## src/sv/atws_pkg.sv

```systemverilog
`timescale 1ns / 1ps
// Shared types, constants and helpers of the autobaud text window scorer.
// No dependencies; every other file imports this package.
package atws_pkg;

  // Sizes
  localparam int WINDOW_BYTES = 256;
  localparam int NUM_RATES    = 6;
  localparam int CNT_W        = $clog2(WINDOW_BYTES + 1);
  localparam int SCORE_W      = 19;
  localparam int RATE_W       = 3;
  localparam int BYTE_W       = 8;
  localparam int OP_W         = 2;
  localparam int CFG_IDX_W    = 2;
  localparam int CFG_DATA_W   = 19;
  localparam int QUEUE_DEPTH  = 2;
  localparam int QPTR_W       = $clog2(QUEUE_DEPTH);
  localparam int QCNT_W       = $clog2(QUEUE_DEPTH + 1);

  // Divider: printable*800/len, quotient never above 800
  localparam int BASE_SCALE = 800;
  localparam int QUO_W      = 10;
  localparam int NUM_W      = CNT_W + QUO_W;
  localparam int DIV_STEPS  = QUO_W;
  localparam int DIV_CNT_W  = $clog2(DIV_STEPS);

  typedef logic [CNT_W-1:0]          cnt_t;
  typedef logic signed [SCORE_W-1:0] score_t;
  typedef logic [RATE_W-1:0]         rate_t;
  typedef logic [BYTE_W-1:0]         byte_t;
  typedef logic [QUO_W-1:0]          quo_t;
  typedef logic [NUM_W-1:0]          num_t;

  // Scores in 1/16 units
  localparam score_t SCORE_EMPTY       = -19'sd159984;
  localparam score_t SCORE_SHORT       = -19'sd1600;
  localparam score_t SCORE_INIT        = -19'sd15984;
  localparam score_t RUN_BONUS         = 19'sd320;
  localparam score_t LINE_BONUS        = 19'sd240;
  localparam score_t NUL_PENALTY       = 19'sd480;
  localparam score_t LOW_RATIO_PENALTY = 19'sd640;
  localparam score_t ACCEPT_RESET      = 19'sd1040;
  localparam score_t FLOOR_RESET       = -19'sd320;
  localparam cnt_t   LONG_RUN_RESET    = CNT_W'(6);
  localparam cnt_t   MIN_LOCK_BYTES    = CNT_W'(4);
  localparam cnt_t   MIN_SCORE_BYTES   = CNT_W'(3);
  localparam cnt_t   WINDOW_LIMIT      = CNT_W'(WINDOW_BYTES);
  localparam logic [RATE_W:0] RATE_LIMIT = (RATE_W + 1)'(NUM_RATES);

  // Character codes
  localparam byte_t CH_NUL   = 8'h00;
  localparam byte_t CH_TAB   = 8'h09;
  localparam byte_t CH_LF    = 8'h0A;
  localparam byte_t CH_CR    = 8'h0D;
  localparam byte_t CH_SPACE = 8'h20;
  localparam byte_t CH_TILDE = 8'h7E;

  typedef enum logic [OP_W-1:0] {
    OP_BYTE = 2'd0,
    OP_END  = 2'd1,
    OP_SCAN = 2'd2,
    OP_NONE = 2'd3
  } op_t;

  typedef enum logic [CFG_IDX_W-1:0] {
    CFG_ACCEPT_SCORE = 2'd0,
    CFG_LONG_RUN_MIN = 2'd1,
    CFG_FINAL_FLOOR  = 2'd2
  } cfg_idx_t;

  typedef enum logic [1:0] {
    B_IDLE,
    B_DIV,
    B_SCORE
  } back_state_t;

  // One queued command: a closed window or a new-scan marker
  typedef struct packed {
    logic  is_scan;
    cnt_t  len;
    cnt_t  printable;
    cnt_t  longest;
    logic  line_end;
    logic  nul;
    rate_t rate;
  } q_entry_t;

  typedef struct packed {
    score_t accept_score;
    cnt_t   long_run_min;
    score_t final_floor;
  } cfg_t;

  function automatic logic is_printable(input byte_t b);
    return (b >= CH_SPACE && b <= CH_TILDE) || b == CH_CR || b == CH_LF || b == CH_TAB;
  endfunction

endpackage

```

## src/sv/atws_in_if.sv

```systemverilog
`timescale 1ns / 1ps
// Input channel: valid/ready handshake carrying one command word.
// Depends on atws_pkg.
interface atws_in_if;
  import atws_pkg::*;

  logic  valid;
  logic  ready;
  logic [OP_W-1:0] opcode;
  byte_t data_byte;
  rate_t rate_index;

  modport source (output valid, output opcode, output data_byte, output rate_index,
                  input ready);
  modport sink (input valid, input opcode, input data_byte, input rate_index,
                output ready);
endinterface

```

## src/sv/atws_out_if.sv

```systemverilog
`timescale 1ns / 1ps
// Output channel: valid/ready handshake carrying one window result word.
// Depends on atws_pkg.
interface atws_out_if;
  import atws_pkg::*;

  logic   valid;
  logic   ready;
  score_t window_score;
  cnt_t   window_bytes;
  logic   locked;
  rate_t  best_rate_index;
  score_t top_score;
  logic   rate_found;

  modport source (output valid, output window_score, output window_bytes, output locked,
                  output best_rate_index, output top_score, output rate_found,
                  input ready);
  modport sink (input valid, input window_score, input window_bytes, input locked,
                input best_rate_index, input top_score, input rate_found,
                output ready);
endinterface

```

## src/sv/atws_front.sv

```systemverilog
`timescale 1ns / 1ps
// Front end: takes command words, keeps the per-window byte statistics and
// queues closed windows and new-scan markers. Depends on atws_pkg, atws_in_if.
module atws_front (
  input  logic               clk,
  input  logic               rst,
  atws_in_if.sink            in_ch,
  input  logic               q_full,
  output logic               push,
  output atws_pkg::q_entry_t push_entry
);
  import atws_pkg::*;

  cnt_t byte_total;
  cnt_t printable_total;
  cnt_t current_run;
  cnt_t longest_run;
  logic saw_line_end;
  logic saw_nul;

  logic  accept;
  op_t   op;
  byte_t b;
  logic  take_byte;
  logic  printable;
  cnt_t  run_inc;

  // Every opcode waits for queue room, so ordering is never broken
  assign in_ch.ready = !q_full;
  assign accept      = in_ch.valid && !q_full;
  assign op          = op_t'(in_ch.opcode);
  assign b           = in_ch.data_byte;
  assign printable   = is_printable(b);
  assign run_inc     = current_run + CNT_W'(1);
  assign take_byte   = accept && op == OP_BYTE && byte_total < WINDOW_LIMIT;

  // Window end and new scan both go to the back end in order
  assign push = accept && (op == OP_END || op == OP_SCAN);

  always_comb begin
    push_entry.is_scan   = (op == OP_SCAN);
    push_entry.len       = byte_total;
    push_entry.printable = printable_total;
    push_entry.longest   = longest_run;
    push_entry.line_end  = saw_line_end;
    push_entry.nul       = saw_nul;
    push_entry.rate      = in_ch.rate_index;
  end

  // Window statistics
  always_ff @(posedge clk) begin
    if (rst || push) begin
      byte_total      <= '0;
      printable_total <= '0;
      current_run     <= '0;
      longest_run     <= '0;
      saw_line_end    <= 1'b0;
      saw_nul         <= 1'b0;
    end else if (take_byte) begin
      byte_total <= byte_total + CNT_W'(1);
      if (printable) begin
        printable_total <= printable_total + CNT_W'(1);
        current_run     <= run_inc;
        if (run_inc > longest_run) begin
          longest_run <= run_inc;
        end
      end else begin
        current_run <= '0;
      end
      if (b == CH_LF || b == CH_CR) begin
        saw_line_end <= 1'b1;
      end
      if (b == CH_NUL) begin
        saw_nul <= 1'b1;
      end
    end
  end

endmodule

```

## src/sv/atws_queue.sv

```systemverilog
`timescale 1ns / 1ps
// Short FIFO of window records between front and back end.
// Depends on atws_pkg.
module atws_queue (
  input  logic               clk,
  input  logic               rst,
  input  logic               push,
  input  atws_pkg::q_entry_t push_entry,
  input  logic               pop,
  output logic               head_valid,
  output atws_pkg::q_entry_t head,
  output logic               full
);
  import atws_pkg::*;

  q_entry_t             slots [QUEUE_DEPTH];
  logic [QPTR_W-1:0]    wr_ptr;
  logic [QPTR_W-1:0]    rd_ptr;
  logic [QCNT_W-1:0]    count;

  assign head_valid = (count != '0);
  assign full       = (count == QCNT_W'(QUEUE_DEPTH));
  assign head       = slots[rd_ptr];

  // Pointers and fill level
  always_ff @(posedge clk) begin
    if (rst) begin
      wr_ptr <= '0;
      rd_ptr <= '0;
      count  <= '0;
    end else begin
      if (push) begin
        wr_ptr <= wr_ptr + QPTR_W'(1);
      end
      if (pop) begin
        rd_ptr <= rd_ptr + QPTR_W'(1);
      end
      case ({push, pop})
        2'b10:   count <= count + QCNT_W'(1);
        2'b01:   count <= count - QCNT_W'(1);
        default: count <= count;
      endcase
    end
  end

  // Storage
  always_ff @(posedge clk) begin
    if (push) begin
      slots[wr_ptr] <= push_entry;
    end
  end

endmodule

```

## src/sv/atws_back.sv

```systemverilog
`timescale 1ns / 1ps
// Back end: restoring divider for the printable ratio, score terms, best
// candidate tracking and the output register. Depends on atws_pkg, atws_out_if.
module atws_back (
  input  logic               clk,
  input  logic               rst,
  input  atws_pkg::cfg_t     cfg,
  input  logic               head_valid,
  input  atws_pkg::q_entry_t head,
  output logic               pop,
  atws_out_if.source         out_ch
);
  import atws_pkg::*;

  back_state_t state;
  back_state_t state_next;

  // Window being scored
  q_entry_t cur;

  // Divider
  cnt_t                 rem;
  quo_t                 quo;
  quo_t                 num_lo;
  logic [DIV_CNT_W-1:0] div_cnt;
  num_t                 num;
  logic [CNT_W:0]       trial;
  logic                 trial_ok;

  // Best candidate
  score_t best_so_far;
  rate_t  best_index;
  logic   have_best;
  logic   lock_flag;

  // Output register
  logic   out_valid;
  score_t out_score;
  cnt_t   out_bytes;
  logic   out_locked;
  rate_t  out_best_index;
  score_t out_top_score;
  logic   out_found;

  logic   load_div;
  logic   div_step;
  logic   fire;
  logic   out_free;
  logic   clear_best;

  score_t score;
  score_t best_n;
  rate_t  index_n;
  logic   have_n;
  logic   lock_n;
  logic   found_n;
  logic   eligible;

  assign out_free = !out_valid || out_ch.ready;

  // Next state
  always_comb begin
    state_next = state;
    unique case (state)
      B_IDLE: begin
        if (head_valid && !head.is_scan) begin
          state_next = (head.len >= MIN_SCORE_BYTES) ? B_DIV : B_SCORE;
        end
      end
      B_DIV: begin
        if (div_cnt == DIV_CNT_W'(DIV_STEPS - 1)) begin
          state_next = B_SCORE;
        end
      end
      B_SCORE: begin
        if (out_free) begin
          state_next = B_IDLE;
        end
      end
      default: state_next = B_IDLE;
    endcase
  end

  // State outputs
  always_comb begin
    pop        = 1'b0;
    load_div   = 1'b0;
    div_step   = 1'b0;
    fire       = 1'b0;
    clear_best = 1'b0;
    unique case (state)
      B_IDLE: begin
        pop        = head_valid;
        load_div   = head_valid && !head.is_scan;
        clear_best = head_valid && head.is_scan;
      end
      B_DIV:   div_step = 1'b1;
      B_SCORE: fire     = out_free;
      default: ;
    endcase
  end

  always_ff @(posedge clk) begin
    if (rst) begin
      state <= B_IDLE;
    end else begin
      state <= state_next;
    end
  end

  // Divider: the high part of printable*800 is already below len, so ten
  // quotient bits remain, one per cycle
  assign num      = NUM_W'(head.printable) * NUM_W'(BASE_SCALE);
  assign trial    = {rem, num_lo[QUO_W-1]} - {1'b0, cur.len};
  assign trial_ok = !trial[CNT_W];

  always_ff @(posedge clk) begin
    if (load_div) begin
      cur     <= head;
      rem     <= num[NUM_W-1:QUO_W];
      num_lo  <= num[QUO_W-1:0];
      quo     <= '0;
      div_cnt <= '0;
    end else if (div_step) begin
      rem     <= trial_ok ? trial[CNT_W-1:0] : {rem[CNT_W-2:0], num_lo[QUO_W-1]};
      quo     <= {quo[QUO_W-2:0], trial_ok};
      num_lo  <= {num_lo[QUO_W-2:0], 1'b0};
      div_cnt <= div_cnt + DIV_CNT_W'(1);
    end
  end

  // Window score
  always_comb begin
    if (cur.len == '0) begin
      score = SCORE_EMPTY;
    end else if (cur.len < MIN_SCORE_BYTES) begin
      score = SCORE_SHORT;
    end else begin
      score = SCORE_W'(quo);
      if (cur.longest > cfg.long_run_min) begin
        score = score + RUN_BONUS;
      end
      if (cur.line_end) begin
        score = score + LINE_BONUS;
      end
      if (cur.nul) begin
        score = score - NUL_PENALTY;
      end
      if ({cur.printable, 1'b0} < {1'b0, cur.len}) begin
        score = score - LOW_RATIO_PENALTY;
      end
    end
  end

  // Best update
  assign eligible = !lock_flag && ({1'b0, cur.rate} < RATE_LIMIT);

  always_comb begin
    best_n  = best_so_far;
    index_n = best_index;
    have_n  = have_best;
    lock_n  = lock_flag;
    if (eligible) begin
      if (score > cfg.accept_score && cur.len >= MIN_LOCK_BYTES) begin
        best_n  = score;
        index_n = cur.rate;
        have_n  = 1'b1;
        lock_n  = 1'b1;
      end else if (score > best_so_far && cur.len != '0) begin
        best_n  = score;
        index_n = cur.rate;
        have_n  = 1'b1;
      end
    end
    found_n = have_n && (best_n > cfg.final_floor);
  end

  always_ff @(posedge clk) begin
    if (rst || clear_best) begin
      best_so_far <= SCORE_INIT;
      best_index  <= '0;
      have_best   <= 1'b0;
      lock_flag   <= 1'b0;
    end else if (fire) begin
      best_so_far <= best_n;
      best_index  <= index_n;
      have_best   <= have_n;
      lock_flag   <= lock_n;
    end
  end

  // Result word register
  always_ff @(posedge clk) begin
    if (rst) begin
      out_valid <= 1'b0;
    end else if (fire) begin
      out_valid <= 1'b1;
    end else if (out_ch.ready) begin
      out_valid <= 1'b0;
    end
  end

  always_ff @(posedge clk) begin
    if (fire) begin
      out_score      <= score;
      out_bytes      <= cur.len;
      out_locked     <= lock_n;
      out_best_index <= index_n;
      out_top_score  <= best_n;
      out_found      <= found_n;
    end
  end

  assign out_ch.valid           = out_valid;
  assign out_ch.window_score    = out_score;
  assign out_ch.window_bytes    = out_bytes;
  assign out_ch.locked          = out_locked;
  assign out_ch.best_rate_index = out_best_index;
  assign out_ch.top_score       = out_top_score;
  assign out_ch.rate_found      = out_found;

endmodule

```

## src/sv/autobaud_text_window_scorer_core.sv

```systemverilog
`timescale 1ns / 1ps
// Top level of the autobaud text window scorer: configuration registers,
// front end, window queue and back end. Depends on atws_pkg and all atws_* files.
//
// Usage:
//   in_ch carries command words: opcode 0 counts data_byte into the open
//   window (bytes past 256 are dropped), opcode 1 closes the window for
//   candidate rate_index, opcode 2 starts a new scan and clears the best
//   candidate, opcode 3 does nothing. Only opcode 1 makes a result word.
//   out_ch carries the window score, its byte count and the best-so-far view.
//   cfg_we/cfg_index/cfg_data write accept_score (0), long_run_min (1) and
//   final_floor (2); change them only while no window is in flight.
// Timing:
//   One command word per cycle while the two-entry window queue has room.
//   A closed window of three or more bytes passes through the back end in
//   order: dequeue, the bit-per-cycle divider for printable*800/len, then
//   score and best update once the output register is free; shorter
//   windows skip the divider. The result then sits in the output register.
//   A stalled out_ch holds the result; the back end then holds one more
//   window and the queue two more window ends before in_ch drops ready.
//   Byte words keep flowing until then.
// Reset: synchronous; clears counters, best candidate, lock and the queue,
//   and loads the register defaults (1040, 6, -320).
module autobaud_text_window_scorer_core (
  input  logic                               clk,
  input  logic                               rst,
  atws_in_if.sink                            in_ch,
  atws_out_if.source                         out_ch,
  input  logic                               cfg_we,
  input  logic [atws_pkg::CFG_IDX_W-1:0]     cfg_index,
  input  logic [atws_pkg::CFG_DATA_W-1:0]    cfg_data
);
  import atws_pkg::*;

  cfg_t     cfg;
  logic     push;
  q_entry_t push_entry;
  logic     pop;
  logic     head_valid;
  q_entry_t head;
  logic     q_full;

  // Configuration registers
  always_ff @(posedge clk) begin
    if (rst) begin
      cfg.accept_score <= ACCEPT_RESET;
      cfg.long_run_min <= LONG_RUN_RESET;
      cfg.final_floor  <= FLOOR_RESET;
    end else if (cfg_we) begin
      unique case (cfg_idx_t'(cfg_index))
        CFG_ACCEPT_SCORE: cfg.accept_score <= score_t'(cfg_data);
        CFG_LONG_RUN_MIN: cfg.long_run_min <= cfg_data[CNT_W-1:0];
        CFG_FINAL_FLOOR:  cfg.final_floor  <= score_t'(cfg_data);
        default: ;
      endcase
    end
  end

  atws_front u_front (
    .clk        (clk),
    .rst        (rst),
    .in_ch      (in_ch),
    .q_full     (q_full),
    .push       (push),
    .push_entry (push_entry)
  );

  atws_queue u_queue (
    .clk        (clk),
    .rst        (rst),
    .push       (push),
    .push_entry (push_entry),
    .pop        (pop),
    .head_valid (head_valid),
    .head       (head),
    .full       (q_full)
  );

  atws_back u_back (
    .clk        (clk),
    .rst        (rst),
    .cfg        (cfg),
    .head_valid (head_valid),
    .head       (head),
    .pop        (pop),
    .out_ch     (out_ch)
  );

`ifndef ASSERT_OFF
  // Front never writes into a full queue
  a_no_overflow: assert property (@(posedge clk) disable iff (rst) push |-> !q_full)
    else $error("window queue overflow");

  // Queue is never popped when empty
  a_no_underflow: assert property (@(posedge clk) disable iff (rst) pop |-> head_valid)
    else $error("window queue underflow");

  // Byte count of a result never exceeds the window size
  a_bytes_bound: assert property (@(posedge clk) disable iff (rst)
    out_ch.valid |-> out_ch.window_bytes <= WINDOW_LIMIT)
    else $error("window byte count out of range");

  // Best candidate always names a real rate
  a_best_index: assert property (@(posedge clk) disable iff (rst)
    out_ch.valid |-> ({1'b0, out_ch.best_rate_index} < RATE_LIMIT))
    else $error("best rate index out of range");
`endif

endmodule
```

## src/flat_wrapper.sv

```systemverilog
// flat-port wrapper written by rule: the top's interface ports become plain ports
module autobaud_text_window_scorer_core_flat import atws_pkg::*;
  (clk, rst, cfg_we, cfg_index, cfg_data, in_ch_valid, in_ch_opcode, in_ch_data_byte, in_ch_rate_index, in_ch_ready, out_ch_valid, out_ch_window_score, out_ch_window_bytes, out_ch_locked, out_ch_best_rate_index, out_ch_top_score, out_ch_rate_found, out_ch_ready);
  atws_in_if in_ch_i ();
  atws_out_if out_ch_i ();
  input  logic clk;
  input  logic rst;
  input  logic cfg_we;
  input  logic [atws_pkg::CFG_IDX_W-1:0] cfg_index;
  input  logic [atws_pkg::CFG_DATA_W-1:0] cfg_data;
  input wire logic [$bits(in_ch_i.valid)-1:0] in_ch_valid;
  input wire logic [$bits(in_ch_i.opcode)-1:0] in_ch_opcode;
  input wire logic [$bits(in_ch_i.data_byte)-1:0] in_ch_data_byte;
  input wire logic [$bits(in_ch_i.rate_index)-1:0] in_ch_rate_index;
  output wire logic [$bits(in_ch_i.ready)-1:0] in_ch_ready;
  output wire logic [$bits(out_ch_i.valid)-1:0] out_ch_valid;
  output wire logic [$bits(out_ch_i.window_score)-1:0] out_ch_window_score;
  output wire logic [$bits(out_ch_i.window_bytes)-1:0] out_ch_window_bytes;
  output wire logic [$bits(out_ch_i.locked)-1:0] out_ch_locked;
  output wire logic [$bits(out_ch_i.best_rate_index)-1:0] out_ch_best_rate_index;
  output wire logic [$bits(out_ch_i.top_score)-1:0] out_ch_top_score;
  output wire logic [$bits(out_ch_i.rate_found)-1:0] out_ch_rate_found;
  input wire logic [$bits(out_ch_i.ready)-1:0] out_ch_ready;
  assign in_ch_i.valid = in_ch_valid;
  assign in_ch_i.opcode = in_ch_opcode;
  assign in_ch_i.data_byte = in_ch_data_byte;
  assign in_ch_i.rate_index = in_ch_rate_index;
  assign in_ch_ready = in_ch_i.ready;
  assign out_ch_valid = out_ch_i.valid;
  assign out_ch_window_score = out_ch_i.window_score;
  assign out_ch_window_bytes = out_ch_i.window_bytes;
  assign out_ch_locked = out_ch_i.locked;
  assign out_ch_best_rate_index = out_ch_i.best_rate_index;
  assign out_ch_top_score = out_ch_i.top_score;
  assign out_ch_rate_found = out_ch_i.rate_found;
  assign out_ch_i.ready = out_ch_ready;
  autobaud_text_window_scorer_core u_core (.clk(clk), .rst(rst), .in_ch(in_ch_i), .out_ch(out_ch_i), .cfg_we(cfg_we), .cfg_index(cfg_index), .cfg_data(cfg_data));
endmodule
```

## config.mk

```make
export PLATFORM = sky130hd
export DESIGN_NAME = autobaud_text_window_scorer_core_flat
export DESIGN_NICKNAME = d
export VERILOG_FILES = /design/src/sv/atws_pkg.sv /design/src/sv/atws_in_if.sv /design/src/sv/atws_out_if.sv /design/src/sv/atws_front.sv /design/src/sv/atws_queue.sv /design/src/sv/atws_back.sv /design/src/sv/autobaud_text_window_scorer_core.sv /design/src/flat_wrapper.sv
export SDC_FILE = /design/constraint.sdc
export NUM_CORES = 1
export LEC_CHECK = 0
export ABC_AREA = 1
export BUFFER_PORTS_ARGS = -buffer_cell sky130_fd_sc_hd__buf_2
export CAP_MARGIN = 20
export CORE_MARGIN = 2
export CORE_UTILIZATION = 25
export CTS_CLUSTER_DIAMETER = 200
export DETAILED_ROUTE_END_ITERATION = 8
export PLACE_DENSITY = 0.37
export REMOVE_ABC_BUFFERS = 1
export SLEW_MARGIN = 20
export SYNTH_ARGS = -nofsm -noshare
export SYNTH_HDL_FRONTEND = slang
export SYNTH_HIERARCHICAL = 1
export SYNTH_SLANG_ARGS = --single-unit
```

## constraint.sdc

```tcl
create_clock -name clk -period 6.2 [get_ports clk]
set_input_delay 0.62 -clock clk [delete_from_list [all_inputs] [get_ports clk]]
set_output_delay 0.62 -clock clk [all_outputs]
set_load 0.05 [all_outputs]
```

==> impl_metrics.toml, run 1 <==
[critical_path]
max_stage_delay_ns = 0.41
critPathKind = "reg -> reg"
critPathArrivalTime_ns = 6.49
critPathRequiredTime_ns = 6.50
startpoint_type = "register"
crit_buf_inv = 7
cp_max_fo = 8
cpMostUsedCell = "nand2_1"
crit_slowest_cell = "edfxtp_1"
path_delay_family = "simple AND/OR/NAND/NOR gates"
endpoint_kind = "register"

[die]
dieWidth_um = 257
die-height_um = 257
start_util = 0.253
rows = 92
io_pins = 93
core_area_sq_um = 63100
dieArea_sq_um = 65900

[synth]
synth_warnings = 6
synth-seq-area-share = 0.473
yosysMostFrequentCell = "nand2_1"
ys_types = 57
syn_inst = 1737
syn_area_per_cell_sq_um = 9.19
yosysTopAreaCellShare = 0.309
async_reset_ff_frac = 0
synthFlopType = "edfxtp_1"
synth_area_leader_cell = "edfxtp_1"
netlist_top_cells_count = "nand2_1 (328), inv_1 (272), edfxtp_1 (164)"
synth_edf_count = 164
netlist_area_sq_um = 16000
yosys-top-cells-area = "edfxtp_1 (31%), dfxtp_1 (16%), ha_1 (11%)"
ys_seq_elements = 295

[power_and_ir_drop]
p_per_area_nw_per_um2 = 555
power.total_uw = 11100
ir_worst_vdd_mv = 0.224
p_leak_uw = 0.00876

[place]
io_buffers = 92
gp_congestion = 0.823
dp_hpwl_um = 31200
place_area_sq_um = 17900

[clock_tree]
cts_made_buffers = 37
clockBufferDepth = 3
cts_max_level = 2
cts_tree = "built"
cts.sinks = 295
clk_latency_ns = 0.55
root_buffer = "clkbuf_16"
clkTransAtPathRegs_ns = 0.05

[drt]
dr.pass1.iters = 7
via_count = 11900
drt_iter0_drc = 577
vias_per_cell = 4.24
drt-total-wl_um = 42200
ant_nets = 0
post_drt_wl_per_cell_um = 15.0
drc = 0

[final_layout]
area_growth_syn_to_layout_pct = 25.0
fin_nets = 2113
diodes = 0
final_cell_area_sq_um = 20000
nFillCells = 6697
drive_gt1_frac = 0.251

[grt]
grt_remaining_overflow = 0
grt_use_total = 0.128
grt_start_max_net_pins = 66
grt_pass1_wl_um = 66100
antenna_found_initial = 0
grt_pass1_vias = 11600

[sta]
relSlewSlack = 0.336
max_freq_mhz = 161
finalHoldViolCount = 0
slew_violations = 0
setup_viol = 0
rsz0062_at_grt = "true"
skew_ns = 0.0260
fin_crit_ns = 6.19
fin_crit_sh = 0.999
tightestPinTransition_ns = 0.996

[hold_path]
hp-class = "in -> reg"

[flow_run]
max_cap_viol_count = 0

[outcome]
status = "complete, no violations"
-- report_power, final --
group / internal [uW] / switching [uW]
clock network: 1220 / 857
logic: 2760 / 3570
registers: 2540 / 137
-- path summary, 6_finish.rpt --
check	from	end	slack, ns	depth (start not counted)
worst min-delay path	in_ch_rate_index[0]	u_core/u_queue/slots[1][0]$_DFFE_PP_	0.28	1
worst max-delay path	u_core/u_back/cur[13]$_DFFE_PP_	u_core/u_back/out_ch.rate_found$_DFFE_PP_	0.008	43
worst max register to register	u_core/u_back/cur[13]$_DFFE_PP_	u_core/u_back/out_ch.rate_found$_DFFE_PP_	0.008	43
worst min register to register	u_core/u_front/saw_line_end$_SDFFE_PP0P_	u_core/u_queue/slots[0][4]$_DFFE_PP_	0.46	0
-- layout by cell type (no fill, tap or decap), types with 42 or more instances in the layout --
cell type / instances
a21oi_1: 86
buf_2: 92
buf_4: 103
dfxtp_1: 127
edfxtp_1: 164
ha_1: 113
inv_1: 260
nand2_1: 303
nand2_2: 42
nand3_1: 80
nor2_1: 141
-- area by class of cell --
class	count	area (sq um)	share of cell area
Inverter	278	1060	0.0529
Timing Repair Buffer	205	1400	0.0700
Multi-Input combinational cell	1116	7730	0.387
Clock buffer	49	1030	0.0518
Sequential cell	295	7550	0.379
Tap cell	846	1060	0.0531
Clock inverter	19	124	0.00621
-- kinds of logic (layout without fill, tap and decap cells) --
group	count (synthesis)	after routing	share of synthesized area
AO/OA/AOI/OAI	225	225	0.0836
XOR/XNOR	30	30	0.0179
adder cells (fa/ha/maj)	141	141	0.113
buffers and inverters	326	551	0.0856
flip-flops	295	295	0.473
multiplexers	33	33	0.0303
AND/OR/NAND/NOR	687	687	0.197
-- metrics by stage --
| step | hold slack (ns) | std cells | setup WS [ns] | TNS (ns) | util |
|---|---|---|---|---|---|
| floorplan | 0.426 | 1689 | 0.170 | 0 | - |
| global placement | 0.440 | 2716 | -0.0509 | -0.0509 | 0.283 |
| detailed placement | 0.446 | 2716 | -0.167 | -0.167 | 0.283 |
| CTS | 0.242 | 2791 | -0.0109 | -0.0109 | 0.304 |
| global route | 0.261 | 2808 | -0.447 | -0.447 | 0.316 |
| finish | 0.280 | 2808 | 0.00788 | 0 | 0.316 |
-- registers in the layout, summed over array words and instances, names as in the netlist, 2 cells and up, named ones only --
signal	count
u_core/u_front/longest_run	9
u_core/u_back/out_ch.window_score	19
u_core/u_back/cur	32
u_core/u_queue/count	2
u_core/u_back/state	2
u_core/u_back/out_ch.top_score	19
u_core/cfg	47
u_core/u_front/current_run	9
u_core/u_back/num_lo	5
u_core/u_back/div_cnt	4
u_core/u_queue/slots	66
u_core/u_back/rem	9
u_core/u_front/byte_total	9
u_core/u_front/printable_total	9
u_core/u_back/quo	10
u_core/u_back/out_ch.best_rate_index	3
u_core/u_back/best_index	3
u_core/u_back/best_so_far	19
u_core/u_back/out_ch.window_bytes	9
-- metal layers --
metal | track usage | part of all wire
met5 | 0 | 0
met4 | 0.0439 | 0.025
met2 | 0.215 | 0.47
met1 | 0.167 | 0.47
met3 | 0.0186 | 0.030
-- what timing repair did --
| item | CTS | global route |
|---|---|---|
| setup endpoints to repair | 1 | 1 |
| buffers inserted | 6 | 16 |
| hold buffers | 0 | 0 |
| gates cloned | 1 | 0 |
| resized for setup | 34 | 117 |
| pin swaps | 20 | 71 |
Power figures use the tool's default switching activity.
==> run 2, diff against run 1 <==
Settings changed: CELL_PAD_IN_SITES_DETAIL_PLACEMENT set to 2, CELL_PAD_IN_SITES_GLOBAL_PLACEMENT set to 2, PLACE_DENSITY 0.37 to 0.54.
==> run 2 against run 1 <==
  * Sequential power barely moved
  * Combinational power rose by 7.7%
  * Die area unchanged
  * Setup slack improved by 0.045 ns
  * Fmax is 0.74% higher
  * Critical path type unchanged
  * Largest cell class unchanged
==> impl_metrics.toml, run 2 (synthesis results as in run 1) <==
[critical_path]
max_stage_delay_ns = 0.43
endpoint_kind = "register"
r2r-end = "u_core/u_back/out_ch.rate_found$_DFFE_PP_"
cp_max_fo = 5
critPathArrivalTime_ns = 6.56
rrSetupSlack_ns = 0.05
startpoint_type = "register"
ff2ff_path_depth = 42
rr_startpoint = "u_core/u_back/cur[13]$_DFFE_PP_"
critPathRequiredTime_ns = 6.62
critPathKind = "reg -> reg"
crit_slowest_cell = "edfxtp_1"

[place]
io_buffers = 92
dp_hpwl_um = 37300
gp_congestion = 0.779
placed_cells = 2728
dp_slack_ns = -0.444
place_area_sq_um = 18000

[drt]
wl_met1_um = 22000
via_count = 12500
post_drt_wl_per_cell_um = 17.4
dr.pass1.iters = 4
wl_met3_um = 1240
ant_nets = 0
drc = 0
vias_per_cell = 4.40
drt_iter0_drc = 362
top_layer = "met4"
wl_met2_um = 25000
drt-total-wl_um = 49300

[clock_tree]
root_buffer = "clkbuf_16"
clk_latency_ns = 0.56
clockBufferDepth = 3
cts_max_level = 2
cts_made_buffers = 39
clkTransAtPathRegs_ns = 0.06
cts_tree = "built"
cts.sinks = 295

[die]
dieArea_sq_um = 65900
rows = 92
die-height_um = 257
start_util = 0.253
dieWidth_um = 257
core_area_sq_um = 63100
io_pins = 93

[final_layout]
top_regs = "u_core/u_queue/slots x66, u_core/cfg x47, u_core/u_back/cur x32"
fin_nets = 2140
finalNonFillerCells = 2837
final_cell_mix = "nand2_1 (301), inv_1 (259), edfxtp_1 (164), nor2_1 (140), dfxtp_1 (128)"
largest-register = "u_core/u_queue/slots"
drive_gt1_frac = 0.265
largest_reg_flops = 66
area_growth_syn_to_layout_pct = 26.4
final_cell_area_sq_um = 20200
final_common_cell = "nand2_1"
diodes = 0

[grt]
grt_start_max_net_pins = 54
grt_pass1_wl_um = 78700
grt_remaining_overflow = 0
antenna_found_initial = 0
grt_pass1_vias = 14100
grt_use_total = 0.152

[sta]
setup_slack_ns = 0.0533
relSlewSlack = 0.324
finalHoldViolCount = 0
slew_violations = 0
max_freq_mhz = 163
fin_crit_sh = 0.991
tightestPinTransition_ns = 1.01
fin_tns_setup_ns = 0
skew_ns = 0.0173
fin_crit_ns = 6.15
setup_viol = 0
rsz0062_at_grt = "true"

[power_and_ir_drop]
p_leak_uw = 0.00891
p_per_area_nw_per_um2 = 580
ir_worst_vdd_mv = 0.266

[hold_path]
hp-class = "in -> reg"
min_path_cells = 1
min_delay_worst_endpoint = "u_core/u_queue/slots[1][0]$_DFFE_PP_"
worst_hold_startpoint = "in_ch_rate_index[0]"

[outcome]
status = "complete, no violations"

[flow_run]
max_cap_viol_count = 0
==> run 2: cell count changes in the layout (fill, tap and decap cells not counted), sizes merged <==
cell      change
bufinv        +1
clkinvlp      +1
buf          +25
clkbuf        +7
clkinv        -5
==> run 2: worst max-delay path by stage <==
stage,slack (ns),depth (start not counted),from,to
CTS,-0.10,46,u_core/u_back/cur[9]$_DFFE_PP_,u_core/u_back/out_ch.rate_found$_DFFE_PP_
finish,0.05,42,u_core/u_back/cur[13]$_DFFE_PP_,u_core/u_back/out_ch.rate_found$_DFFE_PP_
global route,-0.47,45,u_core/u_back/cur[13]$_DFFE_PP_,u_core/u_back/out_ch.rate_found$_DFFE_PP_
floorplan,0.17,43,u_core/cfg[27]$_SDFFE_PP0P_,u_core/u_back/out_ch.rate_found$_DFFE_PP_
global placement,-0.16,46,u_core/cfg[23]$_SDFFE_PP0P_,u_core/u_back/out_ch.rate_found$_DFFE_PP_
detailed placement,-0.44,44,u_core/cfg[27]$_SDFFE_PP0P_,u_core/u_back/out_ch.rate_found$_DFFE_PP_
==> run 2: area by class of cell <==
class	instances	area (sq um)
inverters	278	1050
flip-flops and latches	295	7550
multi-input cells	1116	7680
clock inverters	16	140
fillers	7123	42900
clock buffers	56	1080
repair buffers	230	1600
well taps	846	1060
==> run 2: repair_timing <==
action,4_1_cts,5_1_grt
setup buffers,22,15
resized for setup,94,66
cloned,2,0
endpoints found under the setup margin,1,1
hold buffers,0,0
pin swaps,60,48
==> run 2: layer usage <==
metal,global-route usage,vias up
li1,-,6199
met1,0.184,6110
met2,0.277,116
met3,0.0239,65
met4,0.0391,0
met5,0,-
==> run 2: worst max-delay path: cells and delay by family (launching register included) <==
kind	cells	cell delay, ns
AOI/OAI and AO/OA	4	0.60
xor gates and xnor gates	4	0.61
adders and majority gates	5	1.27
buffers and inverters	7	0.80
DFF	1	0.43
and+or+nand+nor	22	2.27
==> run 2: stage by stage <==
stage / power (uW) / utilization / hold slack [ns]
2_1_floorplan: 5780 / - / 0.426
3_3_place_gp: 8120 / 0.284 / 0.441
3_5_place_dp: 8280 / 0.285 / 0.451
4_1_cts: 11400 / 0.314 / 0.230
5_1_grt: 12700 / 0.320 / 0.250
6_report: 11700 / 0.320 / 0.274
==> run 2: power by group <==
group          switching (uW)  internal [uW]  total, uW
clock network             890           1300       2190
registers                 149           2540       2690
logic                    3800           3010       6820
